File: src/design/bn_pkg.sv
// Shared constants, widths and the datapath command codes for batch_norm_inference.
// No dependencies; every other design file imports this package.
package bn_pkg;

   // Number of channel entries in each parameter store
   localparam int CHANNELS   = 4;

   // Field widths
   localparam int CHAN_W     = 2;
   localparam int DATA_W     = 16;   // signed Q8.8
   localparam int VAR_W      = 24;   // unsigned Q8.16
   localparam int SUM_W      = VAR_W + 1;

   // Inverse square root arithmetic: floor(2^48 / S), then integer square root
   localparam int QUO_W      = 49;
   localparam int RAD_W      = QUO_W + 1;
   localparam int ROOT_W     = RAD_W / 2;
   localparam int SREM_W     = ROOT_W + 1;
   localparam int DIV_STEPS  = QUO_W;
   localparam int SQRT_STEPS = ROOT_W;
   localparam int STEP_W     = 6;

   // Sample arithmetic widths
   localparam int DIFF_W     = DATA_W + 1;
   localparam int GD_W       = DATA_W + DIFF_W;
   localparam int HALF_W     = VAR_W / 2;
   localparam int PART_W     = GD_W + HALF_W + 1;
   localparam int ACC_W      = 59;
   localparam int FRAC_SH    = 24;
   localparam int RES_W      = ACC_W - FRAC_SH;

   localparam logic [VAR_W-1:0]  INV_MAX = {VAR_W{1'b1}};
   localparam logic [VAR_W-1:0]  EPS_RESET = VAR_W'(1);
   localparam logic signed [RES_W-1:0] OUT_MAX = RES_W'(32767);
   localparam logic signed [RES_W-1:0] OUT_MIN = -RES_W'(32768);

   // Item opcodes
   localparam logic OP_LOAD   = 1'b0;
   localparam logic OP_SAMPLE = 1'b1;

   // Commands from the controller to the datapath
   typedef enum logic [2:0] {
      CMD_NONE,
      CMD_ACCEPT,
      CMD_PROD,
      CMD_SUM,
      CMD_DIV,
      CMD_SQRT_INIT,
      CMD_SQRT,
      CMD_STORE
   } dp_cmd_type;

endpackage

File: src/design/bn_req_if.sv
// Input channel of batch_norm_inference: valid/ready handshake plus item payload.
// Depends on bn_pkg for field widths.
interface bn_req_if;
   import bn_pkg::*;

   logic                     valid;
   logic                     ready;
   logic                     op;
   logic [CHAN_W-1:0]        channel;
   logic signed [DATA_W-1:0] sample;
   logic signed [DATA_W-1:0] scale_in;
   logic signed [DATA_W-1:0] shift_in;
   logic signed [DATA_W-1:0] mean_in;
   logic [VAR_W-1:0]         variance_in;

   modport source (
      output valid, op, channel, sample, scale_in, shift_in, mean_in, variance_in,
      input  ready
   );

   modport sink (
      input  valid, op, channel, sample, scale_in, shift_in, mean_in, variance_in,
      output ready
   );

endinterface

File: src/design/bn_rsp_if.sv
// Result channel of batch_norm_inference: valid/ready handshake plus result payload.
// Depends on bn_pkg for field widths.
interface bn_rsp_if;
   import bn_pkg::*;

   logic                     valid;
   logic                     ready;
   logic signed [DATA_W-1:0] out_value;
   logic [CHAN_W-1:0]        out_channel;

   modport source (
      output valid, out_value, out_channel,
      input  ready
   );

   modport sink (
      input  valid, out_value, out_channel,
      output ready
   );

endinterface

File: src/design/bn_datapath.sv
// Datapath: epsilon register, per-channel parameter stores, the sample multiply/round
// path and the bit-serial divider and square root for the inverse std. Uses bn_pkg.
module bn_datapath
   import bn_pkg::*;
(
   input  logic                     clock,
   input  logic                     reset,
   input  dp_cmd_type               cmd,
   input  logic                     csr_wr_en,
   input  logic [VAR_W-1:0]         csr_wr_data,
   input  logic [CHAN_W-1:0]        channel,
   input  logic signed [DATA_W-1:0] sample,
   input  logic signed [DATA_W-1:0] scale_in,
   input  logic signed [DATA_W-1:0] shift_in,
   input  logic signed [DATA_W-1:0] mean_in,
   input  logic [VAR_W-1:0]         variance_in,
   output logic signed [DATA_W-1:0] out_value,
   output logic [CHAN_W-1:0]        out_channel
);

   // Configuration and per-channel stores
   logic [VAR_W-1:0]         eps_ff;
   logic signed [DATA_W-1:0] scale_mem_ff [CHANNELS];
   logic signed [DATA_W-1:0] shift_mem_ff [CHANNELS];
   logic signed [DATA_W-1:0] mean_mem_ff  [CHANNELS];
   logic [VAR_W-1:0]         inv_mem_ff   [CHANNELS];

   // Captured item
   logic [CHAN_W-1:0]        ch_ff;
   logic                     ch_ok_ff;
   logic signed [DATA_W-1:0] ld_scale_ff;
   logic signed [DATA_W-1:0] ld_shift_ff;
   logic signed [DATA_W-1:0] ld_mean_ff;

   // Sample path
   logic signed [GD_W-1:0]   gd_ff;
   logic signed [DATA_W-1:0] beta_ff;
   logic [VAR_W-1:0]         inv_ff;
   logic signed [PART_W-1:0] p_lo_ff;
   logic signed [PART_W-1:0] p_hi_ff;
   logic signed [DATA_W-1:0] out_value_ff;
   logic [CHAN_W-1:0]        out_channel_ff;

   // Divider and square root
   logic [SUM_W-1:0]         sum_s_ff;
   logic [SUM_W-1:0]         rem_ff;
   logic [QUO_W-1:0]         quo_ff;
   logic [RAD_W-1:0]         rad_ff;
   logic [SREM_W-1:0]        srem_ff;
   logic [ROOT_W-1:0]        root_ff;

   logic                     ch_ok;
   logic signed [DATA_W-1:0] gamma_rd;
   logic signed [DATA_W-1:0] mean_rd;
   logic signed [DATA_W-1:0] beta_rd;
   logic [VAR_W-1:0]         inv_rd;
   logic signed [DIFF_W-1:0] diff;
   logic signed [GD_W-1:0]   gd;
   logic signed [ACC_W-1:0]  acc;
   logic signed [RES_W-1:0]  res;
   logic signed [DATA_W-1:0] res_sat;
   logic [SUM_W:0]           div_shifted;
   logic                     div_ge;
   logic [SREM_W+1:0]        sq_cand;
   logic [ROOT_W+1:0]        sq_trial;
   logic                     sq_ge;
   logic [VAR_W-1:0]         inv_new;

   // Store read at accept time; an out-of-range channel reads as zero
   always_comb begin
      ch_ok    = int'(channel) < CHANNELS;
      gamma_rd = ch_ok ? scale_mem_ff[channel] : '0;
      mean_rd  = ch_ok ? mean_mem_ff[channel]  : '0;
      beta_rd  = ch_ok ? shift_mem_ff[channel] : '0;
      inv_rd   = ch_ok ? inv_mem_ff[channel]   : '0;
      diff     = DIFF_W'(sample) - DIFF_W'(mean_rd);
      gd       = GD_W'(diff) * GD_W'(gamma_rd);
   end

   // Final sum, round to nearest (ties up) and saturate
   always_comb begin
      acc = (ACC_W'(p_hi_ff) <<< HALF_W) + ACC_W'(p_lo_ff)
          + (ACC_W'(beta_ff) <<< FRAC_SH) + (ACC_W'(1) <<< (FRAC_SH - 1));
      res = acc[ACC_W-1:FRAC_SH];
      priority if (res > OUT_MAX) begin
         res_sat = DATA_W'(OUT_MAX);
      end else if (res < OUT_MIN) begin
         res_sat = DATA_W'(OUT_MIN);
      end else begin
         res_sat = res[DATA_W-1:0];
      end
   end

   // One restoring division step and one square root digit step
   always_comb begin
      div_shifted = {rem_ff, quo_ff[QUO_W-1]};
      div_ge      = div_shifted >= {1'b0, sum_s_ff};
      sq_cand     = {srem_ff, rad_ff[RAD_W-1 -: 2]};
      sq_trial    = {root_ff, 2'b01};
      sq_ge       = sq_cand >= {1'b0, sq_trial};
      inv_new     = root_ff[ROOT_W-1] ? INV_MAX : root_ff[VAR_W-1:0];
   end

   // Epsilon register and parameter stores
   always_ff @(posedge clock) begin
      if (reset) begin
         eps_ff <= EPS_RESET;
         for (int i = 0; i < CHANNELS; i++) begin
            scale_mem_ff[i] <= '0;
            shift_mem_ff[i] <= '0;
            mean_mem_ff[i]  <= '0;
            inv_mem_ff[i]   <= '0;
         end
      end else begin
         if (csr_wr_en) begin
            eps_ff <= csr_wr_data;
         end
         if (cmd == CMD_STORE && ch_ok_ff) begin
            scale_mem_ff[ch_ff] <= ld_scale_ff;
            shift_mem_ff[ch_ff] <= ld_shift_ff;
            mean_mem_ff[ch_ff]  <= ld_mean_ff;
            inv_mem_ff[ch_ff]   <= inv_new;
         end
      end
   end

   // Working registers, sequenced by the controller
   always_ff @(posedge clock) begin
      unique case (cmd)
         CMD_ACCEPT: begin
            ch_ff       <= channel;
            ch_ok_ff    <= ch_ok;
            ld_scale_ff <= scale_in;
            ld_shift_ff <= shift_in;
            ld_mean_ff  <= mean_in;
            gd_ff       <= gd;
            beta_ff     <= beta_rd;
            inv_ff      <= inv_rd;
            sum_s_ff    <= SUM_W'(variance_in) + SUM_W'(eps_ff);
            rem_ff      <= '0;
            quo_ff      <= {1'b1, {(QUO_W-1){1'b0}}};
         end
         CMD_PROD: begin
            p_lo_ff <= PART_W'(gd_ff) * PART_W'($signed({1'b0, inv_ff[HALF_W-1:0]}));
            p_hi_ff <= PART_W'(gd_ff) * PART_W'($signed({1'b0, inv_ff[VAR_W-1:HALF_W]}));
         end
         CMD_SUM: begin
            out_value_ff   <= ch_ok_ff ? res_sat : '0;
            out_channel_ff <= ch_ff;
         end
         CMD_DIV: begin
            rem_ff <= div_ge ? SUM_W'(div_shifted - {1'b0, sum_s_ff})
                             : div_shifted[SUM_W-1:0];
            quo_ff <= {quo_ff[QUO_W-2:0], div_ge};
         end
         CMD_SQRT_INIT: begin
            rad_ff  <= {1'b0, quo_ff};
            srem_ff <= '0;
            root_ff <= '0;
         end
         CMD_SQRT: begin
            srem_ff <= sq_ge ? SREM_W'(sq_cand - {1'b0, sq_trial})
                             : sq_cand[SREM_W-1:0];
            root_ff <= {root_ff[ROOT_W-2:0], sq_ge};
            rad_ff  <= rad_ff << 2;
         end
         CMD_NONE, CMD_STORE: begin
         end
         default: begin
         end
      endcase
   end

   assign out_value   = out_value_ff;
   assign out_channel = out_channel_ff;

endmodule

File: src/design/bn_ctrl.sv
// Controller: accepts one transaction at a time and steps the datapath through the
// sample path or the divide/square-root sequence of a load. Uses bn_pkg.
module bn_ctrl
   import bn_pkg::*;
(
   input  logic       clock,
   input  logic       reset,
   input  logic       req_valid,
   input  logic       req_op,
   output logic       req_ready,
   output logic       rsp_valid,
   input  logic       rsp_ready,
   output dp_cmd_type cmd
);

   typedef enum logic [2:0] {
      S_IDLE,
      S_PROD,
      S_SUM,
      S_RESP,
      S_DIV,
      S_SQRT_INIT,
      S_SQRT,
      S_STORE
   } state_type;

   state_type         state_ff;
   logic [STEP_W-1:0] step_ff;
   logic              rsp_valid_ff;
   logic              req_fire;

   assign req_ready = (state_ff == S_IDLE);
   assign req_fire  = req_valid && req_ready;
   assign rsp_valid = rsp_valid_ff;

   // Command decode
   always_comb begin
      unique case (state_ff)
         S_IDLE:      cmd = req_fire ? CMD_ACCEPT : CMD_NONE;
         S_PROD:      cmd = CMD_PROD;
         S_SUM:       cmd = CMD_SUM;
         S_RESP:      cmd = CMD_NONE;
         S_DIV:       cmd = CMD_DIV;
         S_SQRT_INIT: cmd = CMD_SQRT_INIT;
         S_SQRT:      cmd = CMD_SQRT;
         S_STORE:     cmd = CMD_STORE;
         default:     cmd = CMD_NONE;
      endcase
   end

   // State, step counter and result valid
   always_ff @(posedge clock) begin
      if (reset) begin
         state_ff     <= S_IDLE;
         step_ff      <= '0;
         rsp_valid_ff <= 1'b0;
      end else begin
         unique case (state_ff)
            S_IDLE: begin
               step_ff <= '0;
               if (req_fire) begin
                  state_ff <= (req_op == OP_SAMPLE) ? S_PROD : S_DIV;
               end
            end
            S_PROD: state_ff <= S_SUM;
            S_SUM: begin
               state_ff     <= S_RESP;
               rsp_valid_ff <= 1'b1;
            end
            S_RESP: begin
               if (rsp_ready) begin
                  state_ff     <= S_IDLE;
                  rsp_valid_ff <= 1'b0;
               end
            end
            S_DIV: begin
               if (step_ff == STEP_W'(DIV_STEPS - 1)) begin
                  step_ff  <= '0;
                  state_ff <= S_SQRT_INIT;
               end else begin
                  step_ff <= step_ff + 1'b1;
               end
            end
            S_SQRT_INIT: state_ff <= S_SQRT;
            S_SQRT: begin
               if (step_ff == STEP_W'(SQRT_STEPS - 1)) begin
                  step_ff  <= '0;
                  state_ff <= S_STORE;
               end else begin
                  step_ff <= step_ff + 1'b1;
               end
            end
            S_STORE: state_ff <= S_IDLE;
            default: state_ff <= S_IDLE;
         endcase
      end
   end

   // Only one transaction in flight
   a_one_in_flight: assert property (@(posedge clock) disable iff (reset)
      req_fire |=> !req_ready)
      else $error("bn_ctrl: input accepted while busy");

   // A load raises no result while its first division steps run
   a_load_no_rsp: assert property (@(posedge clock) disable iff (reset)
      (req_fire && req_op == OP_LOAD) |=> !rsp_valid ##1 !rsp_valid)
      else $error("bn_ctrl: result raised during a load");

   // Result valid only while waiting in the response state
   a_rsp_state: assert property (@(posedge clock) disable iff (reset)
      rsp_valid |-> state_ff == S_RESP)
      else $error("bn_ctrl: result valid outside response state");

   // Iteration counter stays inside the division range
   a_div_step: assert property (@(posedge clock) disable iff (reset)
      state_ff == S_DIV |-> step_ff < STEP_W'(DIV_STEPS))
      else $error("bn_ctrl: divider step out of range");

   // A delivered result frees the block for the next transaction
   a_rsp_done: assert property (@(posedge clock) disable iff (reset)
      (rsp_valid && rsp_ready) |=> req_ready && !rsp_valid)
      else $error("bn_ctrl: block not idle after result taken");

endmodule

File: src/design/batch_norm_inference.sv
// Batch normalization for inference on a sample stream with per-channel parameters.
// One transaction is processed at a time. A sample transaction (op 1) returns
// gamma*((sample-mean)*inv_std)+beta for its channel, rounded to nearest Q8.8 and
// saturated. The subtract/multiply stage registers at the accepting edge, then the
// split multiply and sum/round stages follow, and the sum/round stage offers the
// result. The block accepts again only after the result has been taken, so it takes
// no new sample while one is in flight. A load transaction (op 0) stores gamma,
// beta and the mean and computes inv_std = floor(2^24/sqrt(var+epsilon)) in
// unsigned Q8.16, saturating at 0xFFFFFF; it produces no result and the block
// accepts again only after 49 steps of the one-bit-per-cycle divider, 25 steps of
// the square root unit, plus the set-up and store states. The epsilon register
// (reset value 1) is written through csr_wr_en/csr_wr_data; the user must write it
// only while the block is idle (the block itself does not enforce this). A write
// affects only later loads. Stores are cleared at reset.
module batch_norm_inference
   import bn_pkg::*;
(
   input  logic             clock,
   input  logic             reset,
   input  logic             csr_wr_en,
   input  logic [VAR_W-1:0] csr_wr_data,
   bn_req_if.sink           req_chan,
   bn_rsp_if.source         rsp_chan
);

   dp_cmd_type cmd;

   // Sequencer
   bn_ctrl u_ctrl (
      .clock     (clock),
      .reset     (reset),
      .req_valid (req_chan.valid),
      .req_op    (req_chan.op),
      .req_ready (req_chan.ready),
      .rsp_valid (rsp_chan.valid),
      .rsp_ready (rsp_chan.ready),
      .cmd       (cmd)
   );

   // Arithmetic and stores
   bn_datapath u_datapath (
      .clock       (clock),
      .reset       (reset),
      .cmd         (cmd),
      .csr_wr_en   (csr_wr_en),
      .csr_wr_data (csr_wr_data),
      .channel     (req_chan.channel),
      .sample      (req_chan.sample),
      .scale_in    (req_chan.scale_in),
      .shift_in    (req_chan.shift_in),
      .mean_in     (req_chan.mean_in),
      .variance_in (req_chan.variance_in),
      .out_value   (rsp_chan.out_value),
      .out_channel (rsp_chan.out_channel)
   );

endmodule
File: src/flat_wrapper.sv
// flat-port wrapper written by rule: the top's interface ports become plain ports
module batch_norm_inference_flat import bn_pkg::*;
  (clock, reset, csr_wr_en, csr_wr_data, req_chan_valid, req_chan_op, req_chan_channel, req_chan_sample, req_chan_scale_in, req_chan_shift_in, req_chan_mean_in, req_chan_variance_in, req_chan_ready, rsp_chan_valid, rsp_chan_out_value, rsp_chan_out_channel, rsp_chan_ready);
  bn_req_if req_chan_i ();
  bn_rsp_if rsp_chan_i ();
  input  logic clock;
  input  logic reset;
  input  logic csr_wr_en;
  input  logic [VAR_W-1:0] csr_wr_data;
  input wire logic [$bits(req_chan_i.valid)-1:0] req_chan_valid;
  input wire logic [$bits(req_chan_i.op)-1:0] req_chan_op;
  input wire logic [$bits(req_chan_i.channel)-1:0] req_chan_channel;
  input wire logic [$bits(req_chan_i.sample)-1:0] req_chan_sample;
  input wire logic [$bits(req_chan_i.scale_in)-1:0] req_chan_scale_in;
  input wire logic [$bits(req_chan_i.shift_in)-1:0] req_chan_shift_in;
  input wire logic [$bits(req_chan_i.mean_in)-1:0] req_chan_mean_in;
  input wire logic [$bits(req_chan_i.variance_in)-1:0] req_chan_variance_in;
  output wire logic [$bits(req_chan_i.ready)-1:0] req_chan_ready;
  output wire logic [$bits(rsp_chan_i.valid)-1:0] rsp_chan_valid;
  output wire logic [$bits(rsp_chan_i.out_value)-1:0] rsp_chan_out_value;
  output wire logic [$bits(rsp_chan_i.out_channel)-1:0] rsp_chan_out_channel;
  input wire logic [$bits(rsp_chan_i.ready)-1:0] rsp_chan_ready;
  assign req_chan_i.valid = req_chan_valid;
  assign req_chan_i.op = req_chan_op;
  assign req_chan_i.channel = req_chan_channel;
  assign req_chan_i.sample = req_chan_sample;
  assign req_chan_i.scale_in = req_chan_scale_in;
  assign req_chan_i.shift_in = req_chan_shift_in;
  assign req_chan_i.mean_in = req_chan_mean_in;
  assign req_chan_i.variance_in = req_chan_variance_in;
  assign req_chan_ready = req_chan_i.ready;
  assign rsp_chan_valid = rsp_chan_i.valid;
  assign rsp_chan_out_value = rsp_chan_i.out_value;
  assign rsp_chan_out_channel = rsp_chan_i.out_channel;
  assign rsp_chan_i.ready = rsp_chan_ready;
  batch_norm_inference u_core (.clock(clock), .reset(reset), .csr_wr_en(csr_wr_en), .csr_wr_data(csr_wr_data), .req_chan(req_chan_i), .rsp_chan(rsp_chan_i));
endmodule
File: config.mk
export PLATFORM = sky130hd
export DESIGN_NAME = batch_norm_inference_flat
export DESIGN_NICKNAME = d
export VERILOG_FILES = /design/src/design/bn_pkg.sv /design/src/design/bn_req_if.sv /design/src/design/bn_rsp_if.sv /design/src/design/bn_datapath.sv /design/src/design/bn_ctrl.sv /design/src/design/batch_norm_inference.sv /design/src/flat_wrapper.sv
export SDC_FILE = /design/constraint.sdc
export NUM_CORES = 2
export LEC_CHECK = 0
export BUFFER_PORTS_ARGS = -buffer_cell sky130_fd_sc_hd__buf_2
export CORE_MARGIN = 4
export CORE_UTILIZATION = 50
export DETAILED_ROUTE_END_ITERATION = 8
export PLACE_DENSITY = 0.68
export REMOVE_ABC_BUFFERS = 1
export SETUP_SLACK_MARGIN = 0.2
export SLEW_MARGIN = 20
export SYNTH_ARGS = -nofsm -noshare
export SYNTH_HDL_FRONTEND = slang
export SYNTH_SLANG_ARGS = --single-unit
export TNS_END_PERCENT = 100
File: constraint.sdc
create_clock -name clock -period 12.95 [get_ports clock]
set_input_delay 0.6475 -clock clock [delete_from_list [all_inputs] [get_ports clock]]
set_output_delay 0.6475 -clock clock [all_outputs]
set_load 0.02 [all_outputs]
==> flow_metrics.py <==
metrics = {
    "routing": {
        "routed_wl_um": 165900,
        "vias": 46510,
        "first_iter_violations": 3038,
        "ant_nets": 0,
        "wl_per_cell_um": 18.95,
        "drc": 0,
        "first_pass_iters": 6,
        "viasPerCell": 5.313,
    },
    "critical_path": {
        "slowest_stage": "xor2_1",
        "critPathMaxStageDelay_ps": 610,
        "start_kind": "input pin",
        "ff2ff_setup_slack_ps": 2330,
        "r2r_end": "u_core.u_datapath.gd_ff[32]",
        "reg2reg_from": "u_core.u_datapath.mean_mem_ff[3][0]",
        "critPathKind": "input pin to flip-flop",
        "cp_max_fo": 51,
        "required_ps": 13380,
        "worstPathArrival_ps": 11390,
        "reg2regPathDepth": 37,
        "cp-end-kind": "flip-flop",
    },
    "floorplan": {
        "coreArea_sq_um": 141800,
        "die_h_um": 386.0,
        "start_util_pct": 50.41,
        "rows": 138,
        "fp.dieArea_sq_um": 149000,
        "pin_count": 140,
        "die_w_um": 386.0,
    },
    "timing": {
        "fin_skew_ps": 63.61,
        "hold_viol": 0,
        "final-max-slew-violation-count": 0,
        "tightest_slew_ps": 1216,
        "maxSlewHeadroom_pct": 18.32,
        "whs_ps": 111.4,
        "rsz0062_at_grt": "false",
        "max_freq_mhz": 91.23,
        "min_period_ps": 10960,
        "fin_crit_sh_pct": 84.64,
        "finalSetupViolCount": 0,
    },
    "clock_tree": {
        "tritoncts": "yes",
        "cts_setup_buffers": 0,
        "clock_latency_ps": 710,
        "cts_num_sinks": 743,
        "cts_buffers": 84,
        "cts_buffer_depth": 3,
        "htreeDepth": 3,
        "clk_pin_slew_worst_paths_ps": 60,
        "root_buffer": "clkbuf_16",
        "ctsHoldBuffers": 0,
        "cts_resized": 0,
    },
    "finish": {
        "num-nets-final": 8361,
        "syn2layout_area_growth_pct": 8.035,
        "final.fill_count": 12220,
        "antenna_cells": 0,
        "drive_gt1_share_pct": 7.169,
    },
    "synth": {
        "synth_top_cell_by_area": "edfxtp_1",
        "ys_seq_area_share_pct": 30.75,
        "synth_area_per_cell_sq_um": 10.59,
        "synthDistinctLibCells": 90,
        "postSynthCellCount": 6745,
        "synthTopCellsByCount": "inv_1 (1,153), fa_1 (1,008), nand2_1 (768)",
        "synth_warnings": 0,
        "async_flop_share_pct": 0,
        "yosys_register_bits": 743,
        "yosysTopAreaCellShare_pct": 29.79,
        "syn-cell-area_sq_um": 71460,
        "synth_edf_count": 709,
        "synth_ff_type": "edfxtp_1",
        "synth.most_common_cell": "inv_1",
        "synth_area_leaders": "edfxtp_1 (30%), fa_1 (28%), ha_1 (7.5%), inv_1 (6.1%), and2_1 (5.9%)",
    },
    "global_route": {
        "grt_max_degree": 75,
        "grt_antenna_before_repair": 4,
        "grt_overflow_total": 0,
        "grtUsageTotal_pct": 23.04,
        "grt_pass1_vias": 49450,
        "grt_pass1_wl_um": 269900,
    },
    "placement": {
        "io_buffer_count": 139,
        "dp.final_hpwl_um": 124900,
        "gp_routability_congestion": 0.9097,
    },
    "min_path": {
        "min_path_cells": 1,
        "min_from": "req_chan_scale_in[3]",
        "holdCritPathClass": "input pin to flip-flop",
        "min_to": "u_core.u_datapath.ld_scale_ff[3]",
    },
    "run_status": {
        "outcome": "finished, final reports clean",
    },
    "job": {
        "drv_cap": 0,
    },
}
-- placed cells by master, fill, tap and decap left out, drive strengths merged, types with 10 or more instances in the layout --
master / instances
nand3: 47
nor3: 49
dfxtp: 34
or3: 26
nand2: 768
o21ai: 105
xor2: 58
nand2b: 28
a21o: 92
a21boi: 15
o21a: 32
o31ai: 10
ha: 431
clkbuf: 96
nand4: 24
nor3b: 10
nor2: 471
fa: 1008
mux4: 63
xnor2: 153
o211ai: 11
inv: 1154
and2: 673
mux2i: 71
a31oi: 16
o21bai: 23
buf: 236
and3: 32
clkinv: 37
or2: 15
edfxtp: 709
a21oi: 181
a211oi: 27
nor2b: 42
-- logic make-up (layout without fill, tap and decap cells) --
family / count (synthesis) / after routing / share of synthesized area (%)
fa+ha+maj: 1439 / 1439 / 35.79
simple gates: 2211 / 2211 / 14.96
xor+xnor: 211 / 211 / 2.607
flops: 743 / 743 / 30.75
mux: 143 / 143 / 3.122
compound gates: 579 / 579 / 5.295
buf+inv: 1419 / 1537 / 7.487
-- state kept, by name, summed over array words and instances, names as in the netlist, 25 cells and up --
name,flops
u_core.u_datapath.gd_ff,33
u_core.u_datapath.inv_mem_ff,96
u_core.u_datapath.mean_mem_ff,64
u_core.u_datapath.p_hi_ff,46
u_core.u_datapath.p_lo_ff,34
u_core.u_datapath.quo_ff,49
u_core.u_datapath.rad_ff,50
u_core.u_datapath.rem_ff,25
u_core.u_datapath.root_ff,25
u_core.u_datapath.scale_mem_ff,64
u_core.u_datapath.shift_mem_ff,64
u_core.u_datapath.srem_ff,26
u_core.u_datapath.sum_s_ff,25
-- cell type report --
cell class	count	area, sq um	share of cell area (%)
multi-input cells	4583	44250	57.31
repair buffers	236	1493	1.933
clock buffers	96	2147	2.781
well taps	1890	2365	3.063
inverters	1154	4332	5.611
clock inverters	51	646.9	0.8379
flip-flops and latches	743	21970	28.46
-- critical path, delay by kind of cell --
kind | cells | cell delay [ps]
compound gates | 18 | 4340
xor+xnor | 2 | 750
fa+ha+maj | 9 | 3960
buf+inv | 6 | 820
mux | 1 | 350
simple gates | 2 | 430
-- worst max path at each step --
stage,end,slack (ps),cells past startpoint,from
2_1_floorplan,u_core.u_datapath.quo_ff[0],-460,3,req_chan_valid
3_3_place_gp,u_core.u_datapath.gd_ff[32],1360,38,req_chan_channel[1]
3_5_place_dp,u_core.u_datapath.gd_ff[32],1250,38,req_chan_channel[1]
4_1_cts,u_core.u_datapath.gd_ff[32],1990,38,req_chan_channel[1]
5_1_grt,u_core.u_datapath.gd_ff[32],1240,38,req_chan_channel[1]
6_report,u_core.u_datapath.gd_ff[32],1990,38,req_chan_channel[1]
-- layer usage --
metal,track usage [%],routed length [um],vias to the layer above
li1,-,-,21500
met1,31.83,72410,23480
met2,36.81,76440,1292
met3,5.734,12780,231
met4,5.534,4283,0
met5,0,0,-
-- per-stage QoR --
step	setup TNS [ps]	setup slack (ps)	utilization, %	instances	instance area [sq um]
6_report	0	1989	54.46	8753	77200
5_1_grt	0	1239	54.46	8753	77200
4_1_cts	0	1987	54.41	8749	77130
3_5_place_dp	0	1253	52.44	8602	74340
3_3_place_gp	0	1359	52.40	8598	74280
2_1_floorplan	-33910	-458.3	-	6480	70440
Power is left out: the tool's default activity adds up to more than one toggle a clock period on the data nets, which glitch-free logic cannot reach.
